## src/hdl/assert_macros.svh

```systemverilog
// ----------------------------------------------------------------------------
// Assertion macros
// Shared shorthand for clocked assertions with a synchronous active-low reset.
// ----------------------------------------------------------------------------
`ifndef ASSERT_MACROS_SVH
`define ASSERT_MACROS_SVH

// The property must hold at every clock edge outside reset.
`define ASSERT_ALWAYS(lbl, clk, rst_n, prop, msg) \
    lbl: assert property (@(posedge clk) disable iff (!rst_n) (prop)) else $error(msg);

// When the antecedent holds, the consequent must hold at the next clock edge.
`define ASSERT_NEXT(lbl, clk, rst_n, ante, cons, msg) \
    lbl: assert property (@(posedge clk) disable iff (!rst_n) (ante) |=> (cons)) \
        else $error(msg);

`endif

```

## src/hdl/ps2mct_pkg.sv

```systemverilog
// ----------------------------------------------------------------------------
// PS/2 mouse cursor tracker package
// Shared constants and types for the cursor tracker.
// ----------------------------------------------------------------------------
`default_nettype none

package ps2mct_pkg;

    localparam int CoordBitsDefault = 13;
    localparam int SizeBits         = 13;
    localparam int CfgIdxBits       = 2;

    localparam logic [SizeBits-1:0] DefaultWidth  = 13'd1024;
    localparam logic [SizeBits-1:0] DefaultHeight = 13'd768;
    localparam logic [SizeBits-1:0] ResetPosX     = 13'd512;
    localparam logic [SizeBits-1:0] ResetPosY     = 13'd384;

    localparam logic [CfgIdxBits-1:0] CfgScreenWidth  = 2'd0;
    localparam logic [CfgIdxBits-1:0] CfgScreenHeight = 2'd1;

    localparam int BtnLeft  = 0;
    localparam int BtnRight = 1;

    typedef enum logic [1:0] {
        POS_HEADER  = 2'd0,
        POS_DELTA_X = 2'd1,
        POS_DELTA_Y = 2'd2
    } t_byte_pos_e;

endpackage

`default_nettype wire

```

## src/hdl/ps2mct_axis_upd.sv

```systemverilog
// ----------------------------------------------------------------------------
// Cursor axis update
// Adds or subtracts a signed 8-bit movement to one coordinate and saturates the
// result to the range from zero to the screen size minus one.
// ----------------------------------------------------------------------------
`default_nettype none

module ps2mct_axis_upd
    import ps2mct_pkg::*;
#(
    parameter int                  COORD_BITS   = CoordBitsDefault,
    parameter logic [SizeBits-1:0] DEFAULT_SIZE = DefaultWidth
) (
    input  wire logic [COORD_BITS-1:0] i_pos,
    input  wire logic [7:0]            i_delta,
    input  wire logic                  i_negate,
    input  wire logic [SizeBits-1:0]   i_size,
    output logic      [COORD_BITS-1:0] o_pos
);

    localparam int SumW = COORD_BITS + 2;
    localparam int CmpW = (COORD_BITS + 1 > SizeBits) ? COORD_BITS + 1 : SizeBits;

    logic signed [SumW-1:0]     w_pos;
    logic signed [SumW-1:0]     w_delta;
    logic signed [SumW-1:0]     w_sum;
    logic        [SizeBits-1:0] w_size;
    logic        [SizeBits-1:0] w_size_m1;
    logic        [CmpW-1:0]     w_sum_cmp;
    logic        [CmpW-1:0]     w_size_cmp;

    always_comb begin
        w_pos      = signed'({2'b00, i_pos});
        w_delta    = signed'({{(SumW-8){i_delta[7]}}, i_delta});
        w_sum      = i_negate ? (w_pos - w_delta) : (w_pos + w_delta);
        w_size     = (i_size == '0) ? DEFAULT_SIZE : i_size;
        w_size_m1  = w_size - SizeBits'(1);
        w_sum_cmp  = CmpW'(w_sum[COORD_BITS:0]);
        w_size_cmp = CmpW'(w_size);
        if (w_sum[SumW-1]) begin
            o_pos = '0;
        end else if (w_sum_cmp >= w_size_cmp) begin
            o_pos = COORD_BITS'(w_size_m1);
        end else begin
            o_pos = w_sum[COORD_BITS-1:0];
        end
    end

endmodule

`default_nettype wire

```

## src/hdl/ps2_mouse_cursor_tracker.sv

```systemverilog
// The result appears on the output in the cycle after the third packet byte.
// Throughput: one byte per cycle unless stalled; the coordinate update is a
// single add and clamp per axis between the byte input and the position
// registers. The input stalls only while a result waits and is not being taken.
// Reset (synchronous, active low) sets the cursor to 512,384, the screen size
// registers to 1024 by 768 and restarts packet collection at the header byte.
// ----------------------------------------------------------------------------
// PS/2 mouse cursor tracker
// Gathers three-byte mouse packets from the auxiliary port and keeps a clamped
// cursor position with the button states.
// ----------------------------------------------------------------------------
`default_nettype none
`include "assert_macros.svh"

module ps2_mouse_cursor_tracker
    import ps2mct_pkg::*;
#(
    parameter int COORD_BITS = CoordBitsDefault
) (
    input  wire logic                  i_clk,
    input  wire logic                  i_rst_n,
    // Configuration write port.
    input  wire logic                  i_cfg_we,
    input  wire logic [CfgIdxBits-1:0] i_cfg_idx,
    input  wire logic [SizeBits-1:0]   i_cfg_wdata,
    // Byte input.
    input  wire logic                  s_axis_tvalid,
    output logic                       s_axis_tready,
    input  wire logic [7:0]            s_axis_tdata,  // data_byte
    input  wire logic                  s_axis_tuser,  // from_aux
    // Result output.
    output logic                       m_axis_tvalid,
    input  wire logic                  m_axis_tready,
    // cursor_x, cursor_y, left_button, right_button, zero fill
    output logic [((2*COORD_BITS+2+7)/8)*8-1:0] m_axis_tdata
);

    localparam int OutBits = 2 * COORD_BITS + 2;
    localparam int OutW    = ((OutBits + 7) / 8) * 8;

    t_byte_pos_e           r_pos;
    t_byte_pos_e           n_pos;
    logic [SizeBits-1:0]   r_width;
    logic [SizeBits-1:0]   r_height;
    logic [1:0]            r_hdr_btn;
    logic [1:0]            n_hdr_btn;
    logic [7:0]            r_dx;
    logic [7:0]            n_dx;
    logic [COORD_BITS-1:0] r_x;
    logic [COORD_BITS-1:0] n_x;
    logic [COORD_BITS-1:0] r_y;
    logic [COORD_BITS-1:0] n_y;
    logic [1:0]            r_out_btn;
    logic [1:0]            n_out_btn;
    logic                  r_out_valid;
    logic                  n_out_valid;
    logic                  w_accept;
    logic [COORD_BITS-1:0] w_upd_x;
    logic [COORD_BITS-1:0] w_upd_y;

    ps2mct_axis_upd #(
        .COORD_BITS   (COORD_BITS),
        .DEFAULT_SIZE (DefaultWidth)
    ) u_upd_x (
        .i_pos    (r_x),
        .i_delta  (r_dx),
        .i_negate (1'b0),
        .i_size   (r_width),
        .o_pos    (w_upd_x)
    );

    ps2mct_axis_upd #(
        .COORD_BITS   (COORD_BITS),
        .DEFAULT_SIZE (DefaultHeight)
    ) u_upd_y (
        .i_pos    (r_y),
        .i_delta  (s_axis_tdata),
        .i_negate (1'b1),
        .i_size   (r_height),
        .o_pos    (w_upd_y)
    );

    assign s_axis_tready = !r_out_valid || m_axis_tready;
    assign w_accept      = s_axis_tvalid && s_axis_tready;

    always_comb begin
        n_pos       = r_pos;
        n_hdr_btn   = r_hdr_btn;
        n_dx        = r_dx;
        n_x         = r_x;
        n_y         = r_y;
        n_out_btn   = r_out_btn;
        n_out_valid = r_out_valid && !m_axis_tready;
        if (w_accept && s_axis_tuser) begin
            case (r_pos)
                POS_HEADER: begin
                    n_hdr_btn = {s_axis_tdata[BtnRight], s_axis_tdata[BtnLeft]};
                    n_pos     = POS_DELTA_X;
                end
                POS_DELTA_X: begin
                    n_dx  = s_axis_tdata;
                    n_pos = POS_DELTA_Y;
                end
                default: begin
                    n_x         = w_upd_x;
                    n_y         = w_upd_y;
                    n_out_btn   = r_hdr_btn;
                    n_out_valid = 1'b1;
                    n_pos       = POS_HEADER;
                end
            endcase
        end
    end

    always_ff @(posedge i_clk) begin
        if (!i_rst_n) begin
            r_pos       <= POS_HEADER;
            r_width     <= DefaultWidth;
            r_height    <= DefaultHeight;
            r_x         <= COORD_BITS'(ResetPosX);
            r_y         <= COORD_BITS'(ResetPosY);
            r_out_valid <= 1'b0;
        end else begin
            r_pos       <= n_pos;
            r_x         <= n_x;
            r_y         <= n_y;
            r_out_valid <= n_out_valid;
            if (i_cfg_we && (i_cfg_idx == CfgScreenWidth)) begin
                r_width <= i_cfg_wdata;
            end
            if (i_cfg_we && (i_cfg_idx == CfgScreenHeight)) begin
                r_height <= i_cfg_wdata;
            end
        end
    end

    always_ff @(posedge i_clk) begin
        r_hdr_btn <= n_hdr_btn;
        r_dx      <= n_dx;
        r_out_btn <= n_out_btn;
    end

    assign m_axis_tvalid = r_out_valid;
    assign m_axis_tdata  = OutW'({r_out_btn[1], r_out_btn[0], r_y, r_x});

    `ASSERT_ALWAYS(a_result_from_third_byte, i_clk, i_rst_n,
        $rose(m_axis_tvalid) |->
            $past(w_accept && s_axis_tuser && r_pos != POS_HEADER && r_pos != POS_DELTA_X),
        "A result appeared without a completed packet.")
    `ASSERT_NEXT(a_header_advances, i_clk, i_rst_n,
        w_accept && s_axis_tuser && r_pos == POS_HEADER, r_pos == POS_DELTA_X,
        "The header byte did not advance packet collection.")
    `ASSERT_NEXT(a_plain_byte_ignored, i_clk, i_rst_n,
        w_accept && !s_axis_tuser, $stable(r_pos) && $stable(r_x) && $stable(r_y),
        "A byte from the keyboard port changed the cursor state.")

endmodule

`default_nettype wire

```

## config.mk

```make
export PLATFORM = sky130hd
export DESIGN_NAME = ps2_mouse_cursor_tracker
export DESIGN_NICKNAME = d
export VERILOG_FILES = /design/src/hdl/ps2mct_pkg.sv /design/src/hdl/ps2mct_axis_upd.sv /design/src/hdl/ps2_mouse_cursor_tracker.sv
export VERILOG_INCLUDE_DIRS = /design/src /design/src/hdl
export SDC_FILE = /design/constraint.sdc
export NUM_CORES = 1
export LEC_CHECK = 0
export BUFFER_PORTS_ARGS = -buffer_cell sky130_fd_sc_hd__buf_2
export CORE_MARGIN = 8
export CORE_UTILIZATION = 55
export CTS_CLUSTER_SIZE = 14
export DETAILED_ROUTE_END_ITERATION = 12
export HOLD_SLACK_MARGIN = 0.03
export PLACE_DENSITY_LB_ADDON = 0.08
export SLEW_MARGIN = 0
export SYNTH_ARGS = -nofsm -noshare
export SYNTH_HDL_FRONTEND = slang
export SYNTH_SLANG_ARGS = --single-unit
```

## constraint.sdc

```tcl
create_clock -name i_clk -period 4.5 [get_ports i_clk]
set_input_delay 0.225 -clock i_clk [delete_from_list [all_inputs] [get_ports i_clk]]
set_output_delay 0.225 -clock i_clk [all_outputs]
set_load 0.01 [all_outputs]
```

**Yosys cells after proc, flatten, opt, wreduce, memory -nomap -nowiden**

Cells that the tools add are included.

- Add/sub/neg operators: 4
- Eq/ne operators: 2
- Magnitude comparators: 2
- Mux-type cells: 9
- Reductions and logical operators: 16
- Bitwise gates (word level): 1

Operators with widths:

| operator | count |
|---|---|
| $mux 13 | 6 |
| $ge 14x13->1 | 2 |
| $logic_not 13->1 | 2 |
| $sub 13x1->13 const B | 2 |
| $add 14x8->15 | 1 |
| $sub 14x8->15 | 1 |
| $reduce_and 2->1 | 3 |
| $logic_and 1x1->1 | 5 |
| $eq 2x1->1 const B | 2 |
| $logic_not 2->1 | 2 |
| $pmux 2 s2 | 1 |
| $logic_not 1->1 | 2 |
| $mux 1 | 2 |
| $reduce_or 2->1 | 1 |
| $logic_or 1x1->1 | 1 |
| $not 1->1 | 1 |

- Logic and storage cells: 43
- Flip-flop bits (word level): 67
- Input port bits: 29

**Longest topological paths before layout**

Gate-level depths: netlist (run 1).

- Depth in word-level cells: 5
- Gate-level depth with buffers: 18

**Hierarchy**

From an unflattened synthesis (run 1), not the netlist that was laid out.

- Cell total of the unflattened synthesis: 742
- Area total of the unflattened synthesis: 5962.0 µm²

Modules (own cells, without submodules):

| module | area each (µm²) | cells an instance | times used |
|---|---|---|---|
| ps2_mouse_cursor_tracker | 2512.4 | 263 | 1 |
| ps2mct_axis_upd (u_upd_y) | 1764.2 | 239 | 1 |
| ps2mct_axis_upd (u_upd_x) | 1685.4 | 240 | 1 |

**Worst setup path before layout (run 1)**

No wires, ideal clock.

- Kind: reg-to-reg
- Start: register r_x[0]
- End: register r_x[10]
- Arrival time: 3821 ps
- Stages on the path, launching flop included: 17
- Setup slack: 562 ps
- Path buffers: 1
- Required time: 4383 ps
- Period minus slack after synthesis: 3938 ps
- Path through: dfxtp_1 > ha_1 > fa_1 > a211oi_1 > o21ai_0 > a21oi_1 > o21bai_1 > a21o_1 > xnor2_1 > ha_1 > nand3_1 > or4_1 > o22ai_1 > a2111oi_4 > buf_6 > a211o_1 > a32o_1

- Longest elaborated chain between the ends: 4

Ends and longest elaborated chain:

| what | line | text |
|---|---|---|
| start: declaration | ps2_mouse_cursor_tracker.sv:49 | `logic [COORD_BITS-1:0] r_x;` |
| start signal: assignment | ps2_mouse_cursor_tracker.sv:120 | `r_x <= COORD_BITS'(ResetPosX);` |
| start signal: assignment | ps2_mouse_cursor_tracker.sv:125 | `r_x <= n_x;` |
| $add 14x8->15 (*) | ps2mct_axis_upd.sv:35 | `w_sum = i_negate ? (w_pos - w_delta) : (w_pos + w_delta);` |
| $ge 14x13->1 | ps2mct_axis_upd.sv:42 | `end else if (w_sum_cmp >= w_size_cmp) begin` |
| $mux 13 | ps2mct_axis_upd.sv:42 |  |
| $mux 13 (*) | ps2mct_axis_upd.sv:40 | `if (w_sum[SumW-1]) begin` |

Every way passes the cells marked *; elsewhere a longest branch is shown, timed or not.
A chain may end at the register's enable or synchronous reset.

**Worst setup path in the final report (run 1)**

- Start: register r_dx[0]
- End: register r_x[4]

- Longest elaborated chain between the ends: 4

Ends and longest elaborated chain:

| what | line | text |
|---|---|---|
| start: declaration | ps2_mouse_cursor_tracker.sv:47 | `logic [7:0] r_dx;` |
| start signal: assignment | ps2_mouse_cursor_tracker.sv:139 | `r_dx <= n_dx;` |
| $add 14x8->15 (*) | ps2mct_axis_upd.sv:35 |  |
| $ge 14x13->1 | ps2mct_axis_upd.sv:42 |  |
| $mux 13 | ps2mct_axis_upd.sv:42 |  |
| $mux 13 (*) | ps2mct_axis_upd.sv:40 |  |

Marked as above.

==> results of run 1 <==
==> power by group through the flow <==
stage,logic [mW],clock network (mW),registers [mW]
floorplan,0.196,0,0.647
global placement,0.259,0,0.650
detailed placement,0.264,0,0.651
CTS,0.266,0.468,0.637
global route,0.303,0.492,0.639
finish,0.271,0.459,0.637
==> per-stage QoR <==
| stage | setup slack [ns] | instance area (um^2) | std cells | power (mW) | hold slack, ns |
|---|---|---|---|---|---|
| floorplan | 0.562 | 4950 | 598 | 0.843 | 0.297 |
| global placement | 0.131 | 5340 | 755 | 0.909 | 0.407 |
| detailed placement | 0.0942 | 5340 | 755 | 0.914 | 0.421 |
| CTS | 0.0817 | 5510 | 771 | 1.37 | 0.0523 |
| global route | -0.0288 | 5550 | 773 | 1.43 | 0.0500 |
| finish | 0.311 | 5550 | 773 | 1.37 | 0.0686 |
==> area by class of cell <==
cell class | count | area, um^2
timing repair buffer | 66 | 350
tap | 108 | 135
sequential | 67 | 1460
inverter | 42 | 158
multi-input combinational | 474 | 3280
clock buffer | 11 | 141
fill | 788 | 3170
clock inverter | 5 | 28.8
==> path summary, 6_finish.rpt <==
check | startpoint | to | slack, ns | cells after the start
max | r_dx[0]$_DFFE_PP_ | r_x[4]$_SDFFE_PN0P_ | 0.31 | 15
min | s_axis_tdata[5] | r_dx[5]$_DFFE_PP_ | 0.07 | 1
max reg2reg | r_dx[0]$_DFFE_PP_ | r_x[4]$_SDFFE_PN0P_ | 0.31 | 15
min reg2reg | r_hdr_btn[1]$_DFFE_PP_ | r_out_btn[1]$_DFFE_PP_ | 0.44 | 0
==> Yosys cell counts, types with 3 or more instances <==
cell type / n
nand2_1: 83
nor2b_1: 7
clkbuf_1: 8
mux2i_1: 17
edfxtp_1: 12
nor3_1: 21
inv_1: 42
a211oi_1: 11
nor2_1: 32
nand3_1: 21
a21oi_1: 57
nand2b_1: 8
dfxtp_1: 55
o211ai_1: 3
o31ai_1: 5
or3_1: 4
o21a_1: 5
nand4_1: 3
ha_1: 56
o21ai_0: 23
xnor2_1: 28
o21ai_1: 6
nor3b_1: 3
mux2_1: 5
xor2_1: 10
or4_1: 4
nor4_2: 3
a21o_1: 9
buf_4: 4
a22o_1: 10
==> logic make-up after synthesis <==
family / Yosys count
XOR/XNOR: 38
other: 1
adder cells (fa/ha/maj): 58
AO/OA/AOI/OAI: 145
buffers and inverters: 58
flip-flops: 67
multiplexers: 24
AND/OR/NAND/NOR: 204
==> per-layer routing <==
layer,routed length (um),vias to the layer above,part of all wire
li1,-,2251,-
met4,182,0,0.015
met1,5980,2045,0.48
met5,0,-,0
met2,5580,113,0.45
met3,639,17,0.052
==> flip-flops by register name, indices dropped and copies added (netlist names) <==
| register | flops |
|---|---|
| r_out_btn | 2 |
| r_hdr_btn | 2 |
| r_pos | 2 |
| r_width | 13 |
| r_height | 13 |
| r_y | 13 |
| m_axis_tvalid | 1 |
| r_dx | 8 |
| r_x | 13 |
==> repair_timing <==
item | in CTS | in global routing
endpoints found under the setup margin | 0 | 13
setup buffers | 0 | 1
resized for setup | 0 | 3
==> flow_summary.toml, run 1 <==
[logic_synthesis]
synth-seq-cells = 67
synth-compound-area-share = 0.188
synth_fa_ha_area_frac = 0.150
syn_area_mm2 = 0.00493
synth.avg_cell_area_um2 = 8.29
synthMuxAreaShare = 0.0505
synth_top_area_share = 0.223
yosys.area_share.xor_xnor = 0.0674
yosys.area_share.simple = 0.199
synth-edff-count = 12
ys_warn_count = 0
synthArstFlopShare = 0
yosysTopAreaCell = "dfxtp_1"
yosys-top-cells-area = "dfxtp_1 (22%), ha_1 (14%), edfxtp_1 (7.3%)"
synth_cell_types = 59
ys_seq_area_frac = 0.296
ys.flop_type = "dfxtp_1"
syn_inst = 595
synth_top_family_by_area = "simple AND/OR/NAND/NOR gates"

[detailed_routing]
routed_wl_um = 12400
firstDrtPassIters = 4
vias = 4426
drc = 0
vias_per_cell = 5.73
wire_per_inst_um = 16.0
drt-initial-drc-count = 185
postRouteAntennaNets = 0

[clock_tree]
clk_path_buf_depth = 2
cts_tree = "built"
hold_buffers = 0
clkSlewWorstSetupHoldPaths_ns = 0.08
clock_sinks = 67
clockRootBuffer = "clkbuf_8"
clock_latency_ns = 0.35
cts_buffers = 9
htreeDepth = 3

[setup_path]
crit_type = "reg -> reg"
worstPathBufferInverterCount = 0
end_kind = "register"
crit_path_cell_trace = "ha_1, fa_1, a211oi_1, o21ai_0, a21oi_1, o21bai_1, a21o_1, xnor2_1, ha_1, nand3_1, or4_1, o22ai_2, a2111oi_4, mux2_1, a22o_1"
cp_max_fo = 7
crit_arrival_ns = 4.42
cp.required_ns = 4.73
cpPeakStageDelay_ns = 0.53
critPathSlowestCell = "or4_1"
crit_family = "compound AO/OA/AOI/OAI gates"
cp-start-kind = "register"
cp_common_cell = "ha_1"

[flow_run]
drv_cap = 0

[sta]
setup_viol = 0
maxSlewViolCount = 0
finalHoldViolations = 0
fin_crit_sh = 0.931
worst_slew_pin_slew_ns = 0.630
skew_ns = 0.0153
tns_ns = 0
fmax_mhz = 239
slew_headroom = 0.576
min_period_ns = 4.19

[grt]
use_met1 = 0.263
grt-ovfl-total = 0
grt_pass1_wl_um = 20100
antenna_found_initial = 0
grt.busiest_layer = "met2"
track_usage = 0.196
grt_pass1_vias = 4096
met2_usage = 0.304
grt_max_degree = 34
use_met3 = 0.0449

[floorplan]
coreArea_mm2 = 0.00872
rows = 34
io_pins = 63
initial_core_util = 0.566
die_x_um = 111
die-area_mm2 = 0.0123
die-height_um = 111

[min_path]
holdCritPathClass = "in -> reg"

[finish]
layout_common_cells = "nand2_1 (83), buf_2 (58), a21oi_1 (57)"
final_core_util = 0.637
n_antenna_cell = 0
final_nets = 747
syn_to_final_growth_pct = 12.5
drive_above_1_share = 0.141
mostFrequentLayoutCell = "nand2_1"

[placed_design]
place.gp.congestion = 0.932
io_buffers = 58
hpwl_um = 9760

[pwr]
p_leak_nw = 2.36
comb_power_share = 0.198
netSwitchingPower_uw = 415
ir_worst_vdd_v = 0.000188
p_clk_frac = 0.335
pwr_density_cell_mw_per_mm2 = 246
p_int_uw = 951
power_frac_seq = 0.466
p_sw_frac = 0.304

[status]
run_status = "completed"
No activity file was read; power rests on OpenSTA's default activity.
==> inputs of run 2 (changes only) <==
- GPL_TIMING_DRIVEN: default -> 0
==> flow_summary.toml, run 2 (synthesis gave the netlist of run 1 again) <==
[status]
run_status = "completed"

[floorplan]
die-area_mm2 = 0.0123
rows = 34
initial_core_util = 0.566
die-height_um = 111
io_pins = 63
die_x_um = 111
coreArea_mm2 = 0.00872

[pwr]
pwr_density_cell_mw_per_mm2 = 278
ir_worst_vdd_v = 0.000169
p_leak_nw = 2.41
total_power_mw = 1.57

[clock_tree]
clock_latency_ns = 0.35
cts_tree = "built"
clkSlewWorstSetupHoldPaths_ns = 0.08
hold_buffers = 0
cts_buffers = 9
clockRootBuffer = "clkbuf_8"
htreeDepth = 3
clock_sinks = 67
clk_path_buf_depth = 2

[detailed_routing]
drt-initial-drc-count = 226
postRouteAntennaNets = 0
routed_wl_um = 12800
vias_per_cell = 5.72
drc = 0
firstDrtPassIters = 5
wire_per_inst_um = 16.4
vias = 4468

[grt]
grt_max_degree = 13
antenna_found_initial = 0
grt_pass1_wl_um = 21300
track_usage = 0.209
grt_pass1_vias = 4321
grt-ovfl-total = 0

[finish]
mostFrequentLayoutCell = "nand2_1"
final_nets = 755
final_cells = 781
drive_above_1_share = 0.137
layout_common_cells = "nand2_1 (83), buf_2 (58), a21oi_1 (57)"
final_core_util = 0.648
fin_area_mm2 = 0.00565
n_antenna_cell = 0
syn_to_final_growth_pct = 14.6
fillers = 761

[placed_design]
pre_cts_ws_ns = 0.0568
hpwl_um = 10400
io_buffers = 58
place_area_mm2 = 0.00537
placed_cells = 764
place.gp.congestion = 0.904

[sta]
layout_setup_ws_ns = 0.239
slew_headroom = 0.169
fmax_mhz = 235
worst_slew_pin_slew_ns = 1.24
setup_viol = 0
tns_ns = 0
maxSlewViolCount = 0
finalHoldViolations = 0
min_period_ns = 4.26
whs_ns = 0.0561
skew_ns = 0.0100
fin_crit_sh = 0.947
grt_setup_unrepaired = "no"

[setup_path]
reg2reg_to = "r_x[10]$_SDFFE_PN0P_"
worst_r2r_path_depth = 16
cp-start-kind = "register"
rrSetupSlack_ns = 0.24
crit_type = "reg -> reg"
cp_max_fo = 10
end_kind = "register"
reg2reg_from = "r_dx[0]$_DFFE_PP_"
crit_arrival_ns = 4.51
cp.required_ns = 4.75

[min_path]
min_from = "s_axis_tdata[5]"
hold_end = "r_dx[5]$_DFFE_PP_"
hold_depth = 1
holdCritPathClass = "in -> reg"

[flow_run]
drv_cap = 0
## run 2: cell count changes in the layout (fill, tap and decap cells not counted), sizes merged
cell and delta:
a2111oi -1, bufinv +3, clkbuf +10, clkinv -2, clkinvlp -1, inv -1
## run 2: worst max-delay path by stage
stage / from / endpoint / slack [ns] / depth (start not counted)
global placement: r_width[2]$_SDFFE_PN0P_ / r_x[12]$_SDFFE_PN0P_ / 0.08 / 14
floorplan: r_x[0]$_SDFFE_PN0P_ / r_x[10]$_SDFFE_PN0P_ / 0.56 / 16
global route: r_y[0]$_SDFFE_PN0P_ / r_y[6]$_SDFFE_PN0P_ / 0.01 / 18
finish: r_dx[0]$_DFFE_PP_ / r_x[10]$_SDFFE_PN0P_ / 0.24 / 16
CTS: r_width[2]$_SDFFE_PN0P_ / r_x[12]$_SDFFE_PN0P_ / 0.03 / 14
detailed placement: r_width[2]$_SDFFE_PN0P_ / r_x[12]$_SDFFE_PN0P_ / 0.06 / 14
## run 2: worst max-delay path, stage by stage (launching register included)
cell and delay (ns):
edfxtp_1 0.37, ha_1 0.23, fa_1 0.42, a211oi_1 0.26, o21ai_0 0.24, a21oi_1 0.26
o21bai_1 0.10, a21o_1 0.19, xnor2_1 0.15, ha_1 0.30, nand3_1 0.08, or4_1 0.50
o22ai_1 0.26, a2111oi_4 0.06, buf_6 0.18, a211o_1 0.29, a32o_1 0.26
## run 2: metal layers
layer  routed length [um]  vias up  track usage
li1                     -     2271            -
met1                 6240     2079        0.274
met2                 5730       98        0.324
met3                  623       20       0.0622
met4                  248        0       0.0613
met5                    0        -            0
## run 2: final cells by class
type,count,area (um^2),area share
multi-input combinational,473,3250,0.576
sequential,67,1460,0.258
timing repair buffer,59,298,0.0527
clock buffer,12,166,0.0294
inverter,42,158,0.0279
tap,108,135,0.0239
clock inverter,4,95.1,0.0168
buffer,16,86.3,0.0153
## run 2: where the power goes
part           switching, mW  leakage [nW]  internal, mW
clock network          0.245         0.132         0.417
logic                  0.155          1.72         0.117
registers             0.0153         0.554         0.623
total                  0.415          2.41          1.16
## run 2: repair_timing
action / CTS / global route
endpoints found under the hold margin: 0 / 0
buffers inserted: 0 / 1
gates resized for setup: 0 / 3
setup endpoints to repair: 0 / 23
==> inputs of run 3 (changes only) <==
--- a/config.mk
+++ b/config.mk
@@ -12,7 +12,8 @@
 export CTS_CLUSTER_SIZE = 14
 export DETAILED_ROUTE_END_ITERATION = 12
-export GPL_TIMING_DRIVEN = 0
+export GPL_TIMING_DRIVEN = 1
 export HOLD_SLACK_MARGIN = 0.03
 export PLACE_DENSITY_LB_ADDON = 0.08
+export SKIP_CTS_REPAIR_TIMING = 1
 export SLEW_MARGIN = 0
 export SYNTH_ARGS = -nofsm -noshare
==> constraint.sdc (replaced) <==
create_clock -name i_clk -period 4.5 [get_ports i_clk]
set_input_delay 1.35 -clock i_clk [delete_from_list [all_inputs] [get_ports i_clk]]
set_output_delay 1.35 -clock i_clk [all_outputs]
set_load 0.01 [all_outputs]
==> flow_summary.toml, run 3 (synthesis gave the netlist of run 1 again) <==
[finish]
syn_to_final_growth_pct = 19.2
layout_common_cells = "nand2_1 (83), buf_2 (58), ha_1 (55), dfxtp_1 (55), a21oi_1 (54)"
fillers = 772
drive_above_1_share = 0.200
mostFrequentLayoutCell = "nand2_1"
n_antenna_cell = 0
fin_area_mm2 = 0.00588
final_nets = 781

[sta]
min_period_ns = 4.31
slew_headroom = 0.528
fin_crit_sh = 0.959
maxSlewViolCount = 0
finalHoldViolations = 0
layout_setup_ws_ns = 0.186
setup_viol = 0
worst_slew_pin_slew_ns = 0.707
fmax_mhz = 232
skew_ns = 0.0210

[grt]
track_usage = 0.206
grt_pass1_vias = 4473
grt_pass1_wl_um = 21400
grt-ovfl-total = 0
grt_max_degree = 33
antenna_found_initial = 0

[floorplan]
rows = 34
coreArea_mm2 = 0.00872
io_pins = 63
die-height_um = 111
die_x_um = 111
die-area_mm2 = 0.0123
initial_core_util = 0.566

[setup_path]
cp.required_ns = 4.70
worst_r2r_path_depth = 16
reg2reg_to = "r_x[10]$_SDFFE_PN0P_"
crit_arrival_ns = 4.52
cp_max_fo = 5
crit_path_cell_trace = "buf_2, inv_1, ha_1, nor2b_1, o31a_1, or4_4, a21oi_2, buf_4, xnor2_1, ha_1, nand3_1, nor3_2, a21oi_2, o21ai_2, nor2_4, clkbuf_16, mux2i_1, o21ai_0"
end_kind = "register"
reg2reg_from = "r_dx[0]$_DFFE_PP_"
rrSetupSlack_ns = 0.24
worstPathBufferInverterCount = 4
cpPeakStageDelay_ns = 0.50
crit_path_start = "s_axis_tdata[1]"
critPathSlowestCell = "or4_4"
crit_family = "simple AND/OR/NAND/NOR gates"
crit_type = "in -> reg"
cp-start-kind = "input pin"

[pwr]
total_power_mw = 1.39
pwr_density_cell_mw_per_mm2 = 237
p_sw_frac = 0.299
p_leak_nw = 2.54
power_frac_seq = 0.456
p_int_uw = 977
p_clk_frac = 0.323
comb_power_share = 0.221
netSwitchingPower_uw = 417
ir_worst_vdd_v = 0.000210

[status]
run_status = "completed"

[flow_run]
drv_cap = 0

[detailed_routing]
vias_per_cell = 5.67
wire_per_inst_um = 16.2
postRouteAntennaNets = 0
drt-initial-drc-count = 233
firstDrtPassIters = 5
drc = 0
vias = 4575
routed_wl_um = 13000

[clock_tree]
clockRootBuffer = "clkbuf_8"
clock_latency_ns = 0.35
clkSlewWorstSetupHoldPaths_ns = 0.08
cts_tree = "built"
clock_sinks = 67
clk_path_buf_depth = 2
htreeDepth = 3
cts_buffers = 9

[placed_design]
place_area_mm2 = 0.00560
place.gp.congestion = 0.891
io_buffers = 58
pre_cts_ws_ns = -0.425
hpwl_um = 10300

[min_path]
min_from = "r_hdr_btn[0]$_DFFE_PP_"
holdCritPathClass = "reg -> reg"
hold_end = "r_out_btn[0]$_DFFE_PP_"
hold_depth = 0
[run 3: power groups by stage]
stage | logic, mW | registers (mW) | clock network (mW)
after floorplan | 0.198 | 0.647 | 0
after global placement | 0.278 | 0.649 | 0
after detailed placement | 0.286 | 0.650 | 0
after CTS | 0.288 | 0.636 | 0.456
after global routing | 0.344 | 0.637 | 0.483
final | 0.308 | 0.636 | 0.450
[run 3: layout make-up]
cell class	instances	area (um^2)	area share
clock buffer	11	141	0.0240
multi-input combinational	473	3310	0.563
sequential	67	1460	0.248
inverter	42	158	0.0268
clock inverter	5	30.0	0.00510
tap	108	135	0.0230
timing repair buffer	101	647	0.110
[run 3: worst max path at each step]
stage | to | cells after the start
final | r_y[4]$_SDFFE_PN0P_ | 18
after global routing | r_y[4]$_SDFFE_PN0P_ | 18
after CTS | r_y[12]$_SDFFE_PN0P_ | 18
after detailed placement | r_y[12]$_SDFFE_PN0P_ | 18
after global placement | r_y[8]$_SDFFE_PN1P_ | 18
after floorplan | r_y[10]$_SDFFE_PN0P_ | 17
[run 3: stage by stage]
| step | util | hold WS (ns) | TNS, ns | instances |
|---|---|---|---|---|
| after global routing | 0.675 | 0.453 | -0.00724 | 807 |
| after floorplan | - | 0.400 | 0 | 598 |
| after detailed placement | 0.642 | 0.421 | -5.24 | 787 |
| after CTS | 0.661 | 0.449 | -1.13 | 803 |
| after global placement | 0.642 | 0.406 | -3.21 | 787 |
| final | 0.675 | 0.445 | 0 | 807 |
[run 3: metal layers]
| layer | vias up | GRT usage | wire, um | share of wire |
|---|---|---|---|---|
| li1 | 2312 | - | - | - |
| met1 | 2126 | 0.273 | 6240 | 0.48 |
| met2 | 122 | 0.331 | 5950 | 0.46 |
| met3 | 15 | 0.0417 | 682 | 0.052 |
| met4 | 0 | 0.0541 | 172 | 0.013 |
| met5 | - | 0 | 0 | 0 |
